`src/hw/rtl/cnmt_pkg.sv`:
```
// Shared types and constants for the CIDR network match table.
// No dependencies; every other RTL file of the block refers to this package.
package cnmt_pkg;

    localparam int ADDR_W = 128;
    localparam int V4_W   = 32;

    localparam logic       ACT_INSERT  = 1'b0;
    localparam logic       ACT_LOOKUP  = 1'b1;
    localparam logic [7:0] FAM_V4_BITS = 8'd32;
    localparam logic [7:0] FAM_V6_BITS = 8'd128;

    typedef enum logic [1:0] {
        ST_OK         = 2'd0,
        ST_BAD_PREFIX = 2'd1,
        ST_FULL       = 2'd2
    } t_status;

    typedef struct packed {
        logic        action;
        logic        is_v6;
        logic [63:0] addr_high;
        logic [63:0] addr_low;
        logic        has_prefix;
        logic [7:0]  prefix_len;
    } t_in;

    typedef struct packed {
        logic       hit;
        logic [1:0] status;
    } t_out;

    // Item as it travels down the row of cells. For an insert, key is the
    // address already masked to its network; for a lookup, the bare address.
    typedef struct packed {
        logic              action;
        logic              is_v6;
        logic [ADDR_W-1:0] key;
        logic [ADDR_W-1:0] mask;
        logic              err;
        logic              placed;
        logic              hit;
    } t_tok;

endpackage

```
`src/hw/rtl/cnmt_prep.sv`:
```
// Entry stage: turns an input item into a chain token with network mask.
// Depends on cnmt_pkg.
module cnmt_prep (
    input  logic           i_clk,
    input  logic           i_rst_n,
    input  logic           i_adv,
    input  logic           i_valid,
    input  cnmt_pkg::t_in  i_item,
    output logic           o_vld,
    output cnmt_pkg::t_tok o_tok
);

    localparam logic [cnmt_pkg::ADDR_W-1:0] ALL1 = '1;
    localparam logic [cnmt_pkg::ADDR_W-1:0] V4_ALL1 =
        {{(cnmt_pkg::ADDR_W - cnmt_pkg::V4_W){1'b0}}, {cnmt_pkg::V4_W{1'b1}}};

    logic [cnmt_pkg::ADDR_W-1:0] w_addr;
    logic [cnmt_pkg::ADDR_W-1:0] w_fam;
    logic [cnmt_pkg::ADDR_W-1:0] w_pmask;
    logic [cnmt_pkg::ADDR_W-1:0] w_tzmask;
    logic [cnmt_pkg::ADDR_W-1:0] w_mask;
    logic [cnmt_pkg::V4_W-1:0]   w_pmask4;
    logic [7:0]                  w_fam_bits;
    logic                        w_err;
    cnmt_pkg::t_tok              n_tok;
    cnmt_pkg::t_tok              r_tok;
    logic                        r_vld;

    always_comb begin
        if (i_item.is_v6) begin
            w_addr     = {i_item.addr_high, i_item.addr_low};
            w_fam      = ALL1;
            w_fam_bits = cnmt_pkg::FAM_V6_BITS;
        end else begin
            w_addr     = {{(cnmt_pkg::ADDR_W - cnmt_pkg::V4_W){1'b0}},
                          i_item.addr_low[cnmt_pkg::V4_W-1:0]};
            w_fam      = V4_ALL1;
            w_fam_bits = cnmt_pkg::FAM_V4_BITS;
        end

        // A prefix of n bits keeps the top n bits of the family width.
        w_pmask4 = ~({cnmt_pkg::V4_W{1'b1}} >> i_item.prefix_len);
        if (i_item.is_v6) begin
            w_pmask = ~(ALL1 >> i_item.prefix_len);
        end else begin
            w_pmask = {{(cnmt_pkg::ADDR_W - cnmt_pkg::V4_W){1'b0}}, w_pmask4};
        end

        // Without a prefix, keep every bit from the lowest set bit upward.
        // A zero address compares in full.
        if (w_addr == '0) begin
            w_tzmask = w_fam;
        end else begin
            w_tzmask = (w_addr | (~w_addr + 1'b1)) & w_fam;
        end

        w_mask = i_item.has_prefix ? w_pmask : w_tzmask;
        w_err  = (i_item.action == cnmt_pkg::ACT_INSERT) && i_item.has_prefix &&
                 (i_item.prefix_len > w_fam_bits);

        n_tok.action = i_item.action;
        n_tok.is_v6  = i_item.is_v6;
        n_tok.key    = (i_item.action == cnmt_pkg::ACT_LOOKUP) ? w_addr : (w_addr & w_mask);
        n_tok.mask   = w_mask;
        n_tok.err    = w_err;
        n_tok.placed = 1'b0;
        n_tok.hit    = 1'b0;
    end

    always_ff @(posedge i_clk) begin
        if (!i_rst_n) begin
            r_vld <= 1'b0;
        end else if (i_adv) begin
            r_vld <= i_valid;
        end
    end

    always_ff @(posedge i_clk) begin
        if (i_adv) begin
            r_tok <= n_tok;
        end
    end

    assign o_vld = r_vld;
    assign o_tok = r_tok;

endmodule

```
`config.mk`:
```
export PLATFORM = sky130hd
export DESIGN_NAME = cnmt_prep
export DESIGN_NICKNAME = d
export VERILOG_FILES = /design/src/hw/rtl/cnmt_pkg.sv /design/src/hw/rtl/cnmt_prep.sv
export SDC_FILE = /design/constraint.sdc
export NUM_CORES = 1
export LEC_CHECK = 0
export BUFFER_PORTS_ARGS = -buffer_cell sky130_fd_sc_hd__buf_2
export CAP_MARGIN = 15
export CORE_ASPECT_RATIO = 0.5
export CORE_MARGIN = 4
export CORE_UTILIZATION = 45
export CTS_CLUSTER_SIZE = 40
export DETAILED_ROUTE_END_ITERATION = 12
export PLACE_DENSITY = 0.74
export SETUP_SLACK_MARGIN = 0.5
export SLEW_MARGIN = 0
export SYNTH_ARGS = -nofsm -noshare
export SYNTH_HDL_FRONTEND = slang
export SYNTH_SLANG_ARGS = --single-unit
export TNS_END_PERCENT = 20
```
`constraint.sdc`:
```
create_clock -name i_clk -period 3.01 [get_ports i_clk]
set_input_delay 0.4515 -clock i_clk [delete_from_list [all_inputs] [get_ports i_clk]]
set_output_delay 0.4515 -clock i_clk [all_outputs]
set_load 0.1 [all_outputs]
```
[Word level (Yosys, flattened, before mapping)]
Cells that the tools add are included.
Storage, ports and cells
  register bits after elaboration: 260
  input port bits: 143
Operators by class
  add/subtract/negate cells: 1
  $lt $le $gt $ge: 1
  shift operators: 2
  multiplexer cells: 7
  bitwise operators: 7
  reductions and logical operators: 3
Operators with widths (number)
  2-to-1 mux 128 bit: 6
  bitwise AND 128 bit: 2
  NOT 128 bit: 2
  adder 128 x 1 -> 128 bit (second input constant): 1
  zero test 128 bit: 1
  bitwise OR 128 bit: 1
  >> shifter 128 x 8 -> 128 bit (first input constant): 1
  NOT 32 bit: 1
  >> shifter 32 x 8 -> 32 bit (first input constant): 1
  > comparator 8 bit: 1
  2-to-1 mux 8 bit: 1
  logical AND 1 bit: 2
  NOT 1 bit: 1

[Longest topological paths before layout]
  word-level depth: 9
  gate-level depth with buffers: 9
  depth with buffers taken out: 6

[Worst setup path after synthesis]
Ideal clock, no wire load.
  path type: input to register
  start point: input i_item[76] in the netlist's numbering
  end point: register r_tok, in the netlist o_tok[114], data pin
  library setup time: 274 ps
  data arrival time: 2649 ps
  required time: 2736 ps
  slack: 87 ps
  cell stages on the path: 7
  path buffers: 1
  path through: or4_4 or4_1 buf_2 o41ai_1 nand3_1 a2111oi_4 a211oi_1
RTL lines
  start, declared: line cnmt_prep.sv:8  | input cnmt_pkg::t_in i_item,
  end signal, assigned: line cnmt_prep.sv:80  | r_tok <= n_tok;
  end, declared: line cnmt_prep.sv:26  | cnmt_pkg::t_tok r_tok;

==> results.md <==
* Outcome: completed
* CP dominant cell by count: or4_4
* Peak supply drop at about 0.00040 V
* CP arrival at about 2900 ps
* Mux cell area share after synthesis at less than 1%
* Routability-driven placement congestion ratio at 1.03
* Finished Layout Cells at approximately 2200
* Die Area at roughly 0.032 mm2
* CP max stage delay at 590 ps
* Post-Synth Simple-Gate Area at between 15 and 20%
* Pwr dens at 643 mW/mm2
* First drt pass iteration count at 7
* Fillers at approximately 2500
* CP bufs+invs at 2
* Setup CP Type: in2reg
* Reg-to-reg setup timing slack at 2380 ps
* Hold Vio Cnt, Final at 0
* Adder-Cell Fraction of Synth Area at less than 1%
* DR vias/cell at approximately 6.4
* Sequential cell area fraction in the yosys report at between 50 and 60%
* HP Class: in2reg
* Worst hold margin at 132 ps
* Number of global-route vias before repair at between 10000 and 15000
* Post-Place Worst Slack at -193 ps
* Num CTS Buffers at 24
* Post-DP HPWL at between 40 and 50 mm
* First-pass GRT wire length at 82.9 mm
* Clock transition at path regs at 70 ps
* Initial core utilization at 45.6%
* 1st-iter DRT viols at 2427
* Critical path capture point type: flip-flop
* EDFF count, synth at approximately 260
* Largest net degree at the start of global routing at 95
* Worst clock skew at 0 ps
* Clk Latency, worst-skew pair at ~540 ps
* WP data required at approximately 3400 ps
* Critical path's slowest cell: or4_4
* Mapped cell area at 0.0132 mm2
* Leakage at approximately 7.1 nW
* Startpoint Class: input pin
* Min Clock Period, post-route at approximately 2600 ps
* Async SR Flop Fraction at 0%
* Buffer levels on the longest clock path at 3
* Slew HR at 42.4%
* Avg WL per Cell at 26.6 um
* Largest family of logic cells by synthesized area: compound AO/OA/AOI/OAI gates
* Reg2Reg Depth at 2
* H-tree levels at 1
* CTS tree: built
* Mapped Cells at around 1300
* Nets at between 1500 and 2000
* FMAX at about 0.4 GHz
* Total GRT Usage at 34.0%
* Routed wire length at a little under 60 mm
* Cells along the critical path: buf_6 -> or4_4 -> or4_4 -> o41ai_4 -> and2_4 -> a2111oi_2 -> buf_12 -> a221oi_2
* Placed Cells at around 2100
* Xor-xnor portion of the synthesized cell area at 0%
* Capturing point of the worst reg2reg path: o_vld$_SDFFE_PN0P_
* Finish-stage setup viols at 0
* Root Buffer Master: clkbuf_16
* Min-Delay Endpoint: o_vld$_SDFFE_PN0P_
* Commonest cells after routing, fill and taps aside: buf_2 (398), edfxtp_1 (259), nand2_1 (177), a21oi_1 (156), buf_4 (152)
* Area used by multi-input combinational logic at between 0.005 and 0.006 mm2
* Warnings from Yosys at 0
* Post-synth top flop: edfxtp_1
* Die height at around 130 um
* Hold Startpoint: i_rst_n
* GR Overflow Total at 0
* Port Buf Inserts at roughly 400
* Crit share post-route at 85.5%
* R2R Path Start: o_vld$_SDFFE_PN0P_
* DIE WIDTH at ~250 um
* Synth Area in Compound Gates at between 20% and 30%
* Maxcap violations at 0
* Yosys reg bits at 260
* Core area at around 0.029 mm2
* Clock Sinks at 260
* Row cnt at 44
* Yosys cell types at 60
* Final ANT Viol Nets at 0
* Delay-heaviest family, CP: simple AND/OR/NAND/NOR gates
* # DRC at 0
* Commonest non-fill, non-tap cell in the layout: buf_2
* Setup tns final at 0 ps
* Register area at 0.00780 mm2
* Post-Syn Area per Cell at 10.3 um2
* Hold Crit Depth at 2
* Final worst setup slack at around 440 ps
* Initial antenna violation count at 8
* # IOs at 405
* Slew Viols, Final at 0
* Setup repair after global routing missed its margin: true
* Crit-path max FO at 16
* DR vias at ~14000
* Layout cell share with drive strength beyond 1 at 35.4%
* Syn-to-layout area delta at 34.1%
* Transition time of the tightest slew-check pin at 855 ps
how the worst max path moves through the flow:
stage                     startpoint              endpoint  depth (start not counted)
final                     i_item[77]  o_tok[106]$_DFFE_PP_                          8
after floorplan           i_item[76]  o_tok[100]$_DFFE_PP_                          9
after global routing      i_item[77]  o_tok[106]$_DFFE_PP_                          8
after CTS                 i_item[76]  o_tok[126]$_DFFE_PP_                          8
after detailed placement  i_item[92]  o_tok[106]$_DFFE_PP_                          8
after global placement    i_item[92]   o_tok[94]$_DFFE_PP_                          9
metal layers:
metal / vias up / track usage [%] / part of all wire (%) / routed length (um)
met4: 2 / 13.6 / 4.6 / 2660
met3: 217 / 10.1 / 15 / 8500
met5: - / 0 / 0.022 / 13
li1: 5878 / - / - / -
met1: 6586 / 46.2 / 36 / 21300
met2: 1292 / 52.1 / 44 / 25900
final cells by class:
cell class	count	area share, %
antenna	6	0.0847
clock buffer	31	3.66
sequential	260	44.0
timing repair buffer	565	19.1
clock inverter	10	0.875
multi-input combinational	911	29.0
tap	391	2.76
inverter	23	0.487
per-stage QoR:
stage	util, %	cell area (um2)	total power [mW]
2_1_floorplan	-	13300	7.19
3_3_place_gp	57.5	16600	8.10
3_5_place_dp	57.5	16600	8.11
4_1_cts	60.3	17500	11.3
5_1_grt	61.2	17700	11.7
6_report	61.2	17700	11.4
synthesized netlist by cell type (14+ instances only):
cell type	n	area, um2
or4_1	14	105
o21ai_0	75	375
nand2_1	177	664
a211oi_1	15	113
and2_1	14	87.6
a21oi_1	159	796
edfxtp_1	259	7780
clkbuf_1	65	244
inv_1	23	86.3
a31oi_1	41	257
o311a_1	15	150
nor4_1	25	156
a21boi_0	21	158
or3_1	14	87.6
nor2_1	131	492
o21a_1	19	143
nor3_1	35	175
nand3_1	20	100
kinds of logic after synthesis:
family	count (synthesis)
adders and majority gates	2
muxes	2
DFF	260
buffers and inverters	110
and+or+nand+nor	487
other	1
AOI/OAI and AO/OA	417
state kept, by name, summed over array words and instances (netlist names):
signal and flops:
o_tok 259, o_vld 1
report_power, final:
part | internal, mW | switching [mW]
sequential | 4.34 | 0.113
combinational | 0.563 | 3.10
clock | 1.86 | 1.42
repair_timing:
item	4_1_cts	5_1_grt
setup buffers	2	5
resized for setup	3	28
endpoints found under the setup margin	52	125
pin swaps	1	7
gates cloned	0	2
hold buffers	0	0
Power figures use the tool's default switching activity.
