File: config.mk
export PLATFORM = sky130hd
export DESIGN_NAME = cnmt_cell
export DESIGN_NICKNAME = d
export VERILOG_FILES = /design/src/hw/rtl/cnmt_pkg.sv /design/src/hw/rtl/cnmt_cell.sv
export SDC_FILE = /design/constraint.sdc
export NUM_CORES = 1
export LEC_CHECK = 0
export ABC_CLOCK_PERIOD_IN_PS = 59400
export CAP_MARGIN = 40
export CORE_AREA = 2 2 205 207
export DETAILED_ROUTE_END_ITERATION = 10
export DIE_AREA = 0 0 207 209
export DONT_BUFFER_PORTS = 1
export GPL_ROUTABILITY_DRIVEN = 0
export MAX_ROUTING_LAYER = met4
export PLACE_DENSITY_LB_ADDON = 0.12
export SLEW_MARGIN = 20
export SYNTH_ARGS = -nofsm -noshare
export SYNTH_HDL_FRONTEND = slang
export SYNTH_SLANG_ARGS = --single-unit
export TNS_END_PERCENT = 10
File: constraint.sdc
create_clock -name i_clk -period 59.4 [get_ports i_clk]
set_input_delay 11.88 -clock i_clk [delete_from_list [all_inputs] [get_ports i_clk]]
set_output_delay 11.88 -clock i_clk [all_outputs]
set_load 0.03 [all_outputs]
File: src/hw/rtl/cnmt_pkg.sv
// Shared types and constants for the CIDR network match table.
// No dependencies; every other RTL file of the block refers to this package.
package cnmt_pkg;

    localparam int ADDR_W = 128;
    localparam int V4_W   = 32;

    localparam logic       ACT_INSERT  = 1'b0;
    localparam logic       ACT_LOOKUP  = 1'b1;
    localparam logic [7:0] FAM_V4_BITS = 8'd32;
    localparam logic [7:0] FAM_V6_BITS = 8'd128;

    typedef enum logic [1:0] {
        ST_OK         = 2'd0,
        ST_BAD_PREFIX = 2'd1,
        ST_FULL       = 2'd2
    } t_status;

    typedef struct packed {
        logic        action;
        logic        is_v6;
        logic [63:0] addr_high;
        logic [63:0] addr_low;
        logic        has_prefix;
        logic [7:0]  prefix_len;
    } t_in;

    typedef struct packed {
        logic       hit;
        logic [1:0] status;
    } t_out;

    // Item as it travels down the row of cells. For an insert, key is the
    // address already masked to its network; for a lookup, the bare address.
    typedef struct packed {
        logic              action;
        logic              is_v6;
        logic [ADDR_W-1:0] key;
        logic [ADDR_W-1:0] mask;
        logic              err;
        logic              placed;
        logic              hit;
    } t_tok;

endpackage

File: src/hw/rtl/cnmt_cell.sv
// One cell of the match row: holds up to one IPv4 and one IPv6 table entry, as HAS_V4 and HAS_V6 enable.
// Depends on cnmt_pkg.
module cnmt_cell #(
    parameter bit HAS_V4 = 1'b1,
    parameter bit HAS_V6 = 1'b1
) (
    input  logic           i_clk,
    input  logic           i_rst_n,
    input  logic           i_adv,
    input  logic           i_vld,
    input  cnmt_pkg::t_tok i_tok,
    output logic           o_vld,
    output cnmt_pkg::t_tok o_tok
);

    logic                        r_v4_vld;
    logic [cnmt_pkg::V4_W-1:0]   r_v4_net;
    logic [cnmt_pkg::V4_W-1:0]   r_v4_mask;
    logic                        r_v6_vld;
    logic [cnmt_pkg::ADDR_W-1:0] r_v6_net;
    logic [cnmt_pkg::ADDR_W-1:0] r_v6_mask;
    logic                        r_vld;
    cnmt_pkg::t_tok              r_tok;
    cnmt_pkg::t_tok              n_tok;
    logic                        w_claim4;
    logic                        w_claim6;
    logic                        w_hit4;
    logic                        w_hit6;
    logic                        w_ins;

    always_comb begin
        w_ins    = i_vld && (i_tok.action == cnmt_pkg::ACT_INSERT) &&
                   !i_tok.err && !i_tok.placed;
        w_claim4 = HAS_V4 && w_ins && !i_tok.is_v6 && !r_v4_vld;
        w_claim6 = HAS_V6 && w_ins && i_tok.is_v6 && !r_v6_vld;
        w_hit4   = HAS_V4 && r_v4_vld && !i_tok.is_v6 &&
                   ((i_tok.key[cnmt_pkg::V4_W-1:0] & r_v4_mask) == r_v4_net);
        w_hit6   = HAS_V6 && r_v6_vld && i_tok.is_v6 &&
                   ((i_tok.key & r_v6_mask) == r_v6_net);

        n_tok        = i_tok;
        n_tok.placed = i_tok.placed || w_claim4 || w_claim6;
        n_tok.hit    = i_tok.hit || ((i_tok.action == cnmt_pkg::ACT_LOOKUP) &&
                                     (w_hit4 || w_hit6));
    end

    always_ff @(posedge i_clk) begin
        if (!i_rst_n) begin
            r_vld    <= 1'b0;
            r_v4_vld <= 1'b0;
            r_v6_vld <= 1'b0;
        end else if (i_adv) begin
            r_vld <= i_vld;
            if (w_claim4) begin
                r_v4_vld <= 1'b1;
            end
            if (w_claim6) begin
                r_v6_vld <= 1'b1;
            end
        end
    end

    always_ff @(posedge i_clk) begin
        if (i_adv) begin
            r_tok <= n_tok;
            if (w_claim4) begin
                r_v4_net  <= i_tok.key[cnmt_pkg::V4_W-1:0];
                r_v4_mask <= i_tok.mask[cnmt_pkg::V4_W-1:0];
            end
            if (w_claim6) begin
                r_v6_net  <= i_tok.key;
                r_v6_mask <= i_tok.mask;
            end
        end
    end

    assign o_vld = r_vld;
    assign o_tok = r_tok;

    // Entries are only ever added; nothing removes them short of reset.
    a_v4_sticky: assert property (@(posedge i_clk) disable iff (!i_rst_n)
        r_v4_vld |=> r_v4_vld)
        else $error("IPv4 entry lost");

    // An insert that finds this cell empty must take it and leave placed.
    a_claim: assert property (@(posedge i_clk) disable iff (!i_rst_n)
        (i_adv && (w_claim4 || w_claim6)) |=> (o_vld && o_tok.placed))
        else $error("insert passed an empty cell");

    // A lookup never marks itself as stored.
    a_lookup_unplaced: assert property (@(posedge i_clk) disable iff (!i_rst_n)
        (o_vld && (o_tok.action == cnmt_pkg::ACT_LOOKUP)) |-> !o_tok.placed)
        else $error("lookup item marked as placed");

endmodule

# After elaboration in Yosys (flattened, before gate mapping)
# Index checks and enable logic that the tools add are counted.
# classes
reduce_logical,23
bitwise,3
n_eq_ne,2
# ops
cell,count
AND 128 bit,1
equality test 128 bit,1
AND 32 bit,1
equality test 32 bit,1
logical AND 1 bit,12
zero test 1 bit,5
logical OR 1 bit,4
AND reduction 2 bit,2
NOT 1 bit,1
# word_totals
inputBits,265
register_bits,584
wordCells,42
output_inout_bits,262

# Longest topological paths before layout
# depth
word_depth,8
depth_mapped,6
depth_no_buf,6

# Worst setup path before layout
# Ideal clock, no wire load.
# synth_path
path_kind,input to register
start,in i_tok[260] in the netlist's numbering
end,"reg r_v6_mask[0] in the netlist's numbering, enable pin"
setup_ns,1.240
stages,3
path_buffers,0
arrival_time_ns,30.773
slack_ns,27.387
path_cell_list,nor3b_1 -> nand3b_1 -> nor3b_1
# synth_via
elab_chain_cells,7
# synth_lines
item,line_no,source
from (decl),cnmt_cell.sv:11,"input cnmt_pkg::t_tok i_tok,"
NOT 1 bit,cnmt_cell.sv:32,w_ins = i_vld && (i_tok.action == cnmt_pkg::ACT_INSERT) &&
logical AND 1 bit (2 in a row),cnmt_cell.sv:32,
logical AND 1 bit,cnmt_cell.sv:33,!i_tok.err && !i_tok.placed;
logical AND 1 bit (2 in a row),cnmt_cell.sv:35,w_claim6 = HAS_V6 && w_ins && i_tok.is_v6 && !r_v6_vld;
AND reduction 2 bit (no line),--,
to (signal assigned),cnmt_cell.sv:72,r_v6_mask <= i_tok.mask;
to (decl),cnmt_cell.sv:21,logic [cnmt_pkg::ADDR_W-1:0] r_v6_mask;
# No other way between the ends.
# A chain may end at the register's enable or synchronous reset.

# Final worst setup path
# layout_path
start,in i_adv
end,"reg r_v6_net[101] in the netlist's numbering, enable pin"
# layout_via
elab_chain_cells,1
# layout_lines
item,line_no,source
from (decl),cnmt_cell.sv:9,"input logic i_adv,"
AND reduction 2 bit (no line),--,
to (signal assigned),cnmt_cell.sv:71,r_v6_net <= i_tok.key;
to (decl),cnmt_cell.sv:20,logic [cnmt_pkg::ADDR_W-1:0] r_v6_net;
# No other way between the ends.

==> results.cfg <==
[run_status]
outcome = completed

[yosys]
synth_nets = 1252
ys_warn_count = 0
synth_async_sr_flop_share_pct = 0
ys_seq_area_share_pct = 87.36
synth-edff-count = 581
synth.cell_area_um2 = 20040
ys_ff_latch = 584
yosysMostFrequentCell = edfxtp_1
yosys-top-cells-count = edfxtp_1, nand2_1, xor2_1
ys_top_cells_by_area = edfxtp_1, xor2_1, nand2_1
synth_flop_cell = edfxtp_1
synth_top_area_cell = edfxtp_1
yosysUniqueCellTypes = 45
syn_avg_cell_area_um2 = 20.30
synthCells = 987
yosysTopAreaCellShare_pct = 87.06

[setup_path]
crit_type = primary input to flip-flop
cp-start-kind = primary input
crit_arrival_ns = 14.92
setup.worst_path.start = i_adv
r2r_cells = 4
reg2reg_from = r_v6_vld$_SDFFE_PN0P_
r2r_end = r_v6_net[101]$_DFFE_PP_
crit_fanout = 263
r2r_slack_ns = 56.69
crit_required_ns = 59.69
cp-endpoint = r_v6_net[101]$_DFFE_PP_
end_kind = flip-flop

[floorplanning]
ios = 527
die_area_um2 = 43260
die_w_um = 207
start_util_pct = 48.53
core_um2 = 41290
fp.dieH_um = 209
rows = 75

[clock_tree]
clockBufferDepth = 3
ctsHoldBuffers = 0
numCtsBuffers = 57
cts_resized = 0
path_clk_slew_ns = 0.06
post-cts-setup-buffer-count = 0
tritoncts = yes
clk_latency_ns = 0.60
cts_root_buf = clkbuf_16
h-tree-depth = 2
cts_sinks = 584

[power_and_ir_drop]
p_per_area_nw_per_um2 = 38.18
power.leakage_nw = 7.401
vdd_drop_max_mv = 0.02681

[timing]
fin_crit_ns = 14.64
hold_viol = 0
drv_slew = 0
slew_headroom_pct = 10.40
fmax_ghz = 0.06832
fin_tns_setup_ns = 0
skew_ns = 0.009667
finalCritPeriodShare_pct = 24.64
rsz0062_at_grt = false
tightestPinTransition_ns = 1.344
setup_viol = 0

[drt]
via_count = 9032
vias_per_cell = 5.514
first_iter_violations = 630
routedWlPerCell_um = 26.39
ant_nets = 0
drc = 0
first_pass_iters = 4
routed_wl_um = 43230

[global_routing]
grt_pass1_wl_um = 61210
gr-usage-all-layers_pct = 20.03
overflow = 0
grt_start_max_net_pins = 264
grt_pass1_vias = 9175
antenna_found_initial = 1

[layout]
design_area_um2 = 22610
layout.nets = 1317
area_delta_synth_final_pct = 12.82
drive_above_1_share_pct = 8.022
nFillCells = 3204

[worst_hold_path]
hold_path_class = flip-flop to flip-flop

[placed_design]
hpwl_um = 30320
post_dp_cell_area_um2 = 20820
numPortBuffers = 0

[run]
maxCapViolCount = 0
[cells by family after synthesis]
group	count (synthesis)	synth area share, %
compound gates	89	3.415
xor+xnor	86	3.759
simple gates	226	5.395
flops	584	87.36
mux	1	0.04995
buf+inv	1	0.01871
[per-stage QoR]
| step | util (%) | total power, mW | hold WS [ns] | setup slack (ns) | std cells |
|---|---|---|---|---|---|
| 2_1_floorplan | - | 0.5222 | 0.4635 | 27.39 | 987 |
| 3_3_place_gp | 50.28 | 0.5265 | 0.5032 | 44.67 | 1529 |
| 3_5_place_dp | 50.42 | 0.5265 | 0.5075 | 44.79 | 1532 |
| 4_1_cts | 54.75 | 0.8720 | 0.5283 | 45.39 | 1636 |
| 5_1_grt | 54.76 | 0.8899 | 0.5460 | 45.10 | 1638 |
| 6_report | 54.76 | 0.8632 | 0.5340 | 44.76 | 1638 |
[power breakdown]
part,leakage [nW],internal [mW],switching (mW)
combinational,1.07,0.00312,0.00455
clock,0.868,0.199,0.146
sequential,5.46,0.474,0.0361
[cells in the final DEF, fill, tap and decap left out, types with 4 or more instances in the layout]
cell type	count
a21o_1	4
and3_1	8
o22ai_1	11
clkbuf_1	16
or4_1	4
nor4_1	7
nand4_1	27
o2bb2ai_1	6
a22oi_1	7
a211oi_1	5
o22a_1	6
nand2_1	143
a21boi_0	7
bufinv_16	4
a22o_1	5
nor2_1	7
nand3_1	6
edfxtp_1	581
xor2_1	84
clkinv_1	11
nand3b_1	7
clkinv_2	8
a2bb2oi_1	7
clkbuf_16	59
and3b_1	6
a21oi_1	9
[layer usage]
| metal | up-vias | track usage [%] | part of all wire, % |
|---|---|---|---|
| li1 | 4024 | - | - |
| met1 | 4556 | 25.04 | 40 |
| met2 | 389 | 32.03 | 50 |
| met3 | 63 | 5.485 | 7.2 |
| met4 | 0 | 6.404 | 2.3 |
| met5 | - | - | 0 |
[area by class of cell]
cell class | count | area, um2 | area share, %
Clock buffer | 75 | 1536 | 6.796
Sequential cell | 584 | 17510 | 77.43
Multi-Input combinational cell | 402 | 2539 | 11.23
Inverter | 1 | 3.754 | 0.01660
Antenna cell | 2 | 5.005 | 0.02214
Timing Repair Buffer | 6 | 92.59 | 0.4095
Tap cell | 539 | 674.4 | 2.983
Clock inverter | 29 | 251.5 | 1.112
[worst max-delay path: stages]
cell and delay, ns:
nand3b_1 0.28, nor3b_2 0.32, buf_12 0.65, buf_4 0.54, buf_12 0.30
[registers in the layout, indices dropped and copies added (netlist names)]
name	count
r_v4_vld	1
r_v6_net	128
o_tok	261
r_v6_mask	128
r_v4_net	32
r_v6_vld	1
r_v4_mask	32
o_vld	1
[how the worst min path moves through the flow]
stage / start / endpoint / depth (start not counted)
final: r_v4_vld$_SDFFE_PN0P_ / r_v4_vld$_SDFFE_PN0P_ / 1
after global routing: r_v4_vld$_SDFFE_PN0P_ / r_v4_vld$_SDFFE_PN0P_ / 1
after CTS: r_v6_vld$_SDFFE_PN0P_ / r_v6_vld$_SDFFE_PN0P_ / 1
after detailed placement: r_v6_vld$_SDFFE_PN0P_ / r_v6_vld$_SDFFE_PN0P_ / 1
after global placement: r_v6_vld$_SDFFE_PN0P_ / r_v6_vld$_SDFFE_PN0P_ / 1
after floorplan: r_v6_vld$_SDFFE_PN0P_ / r_v6_vld$_SDFFE_PN0P_ / 1
Note: power is estimated with default switching activity, not from simulation.
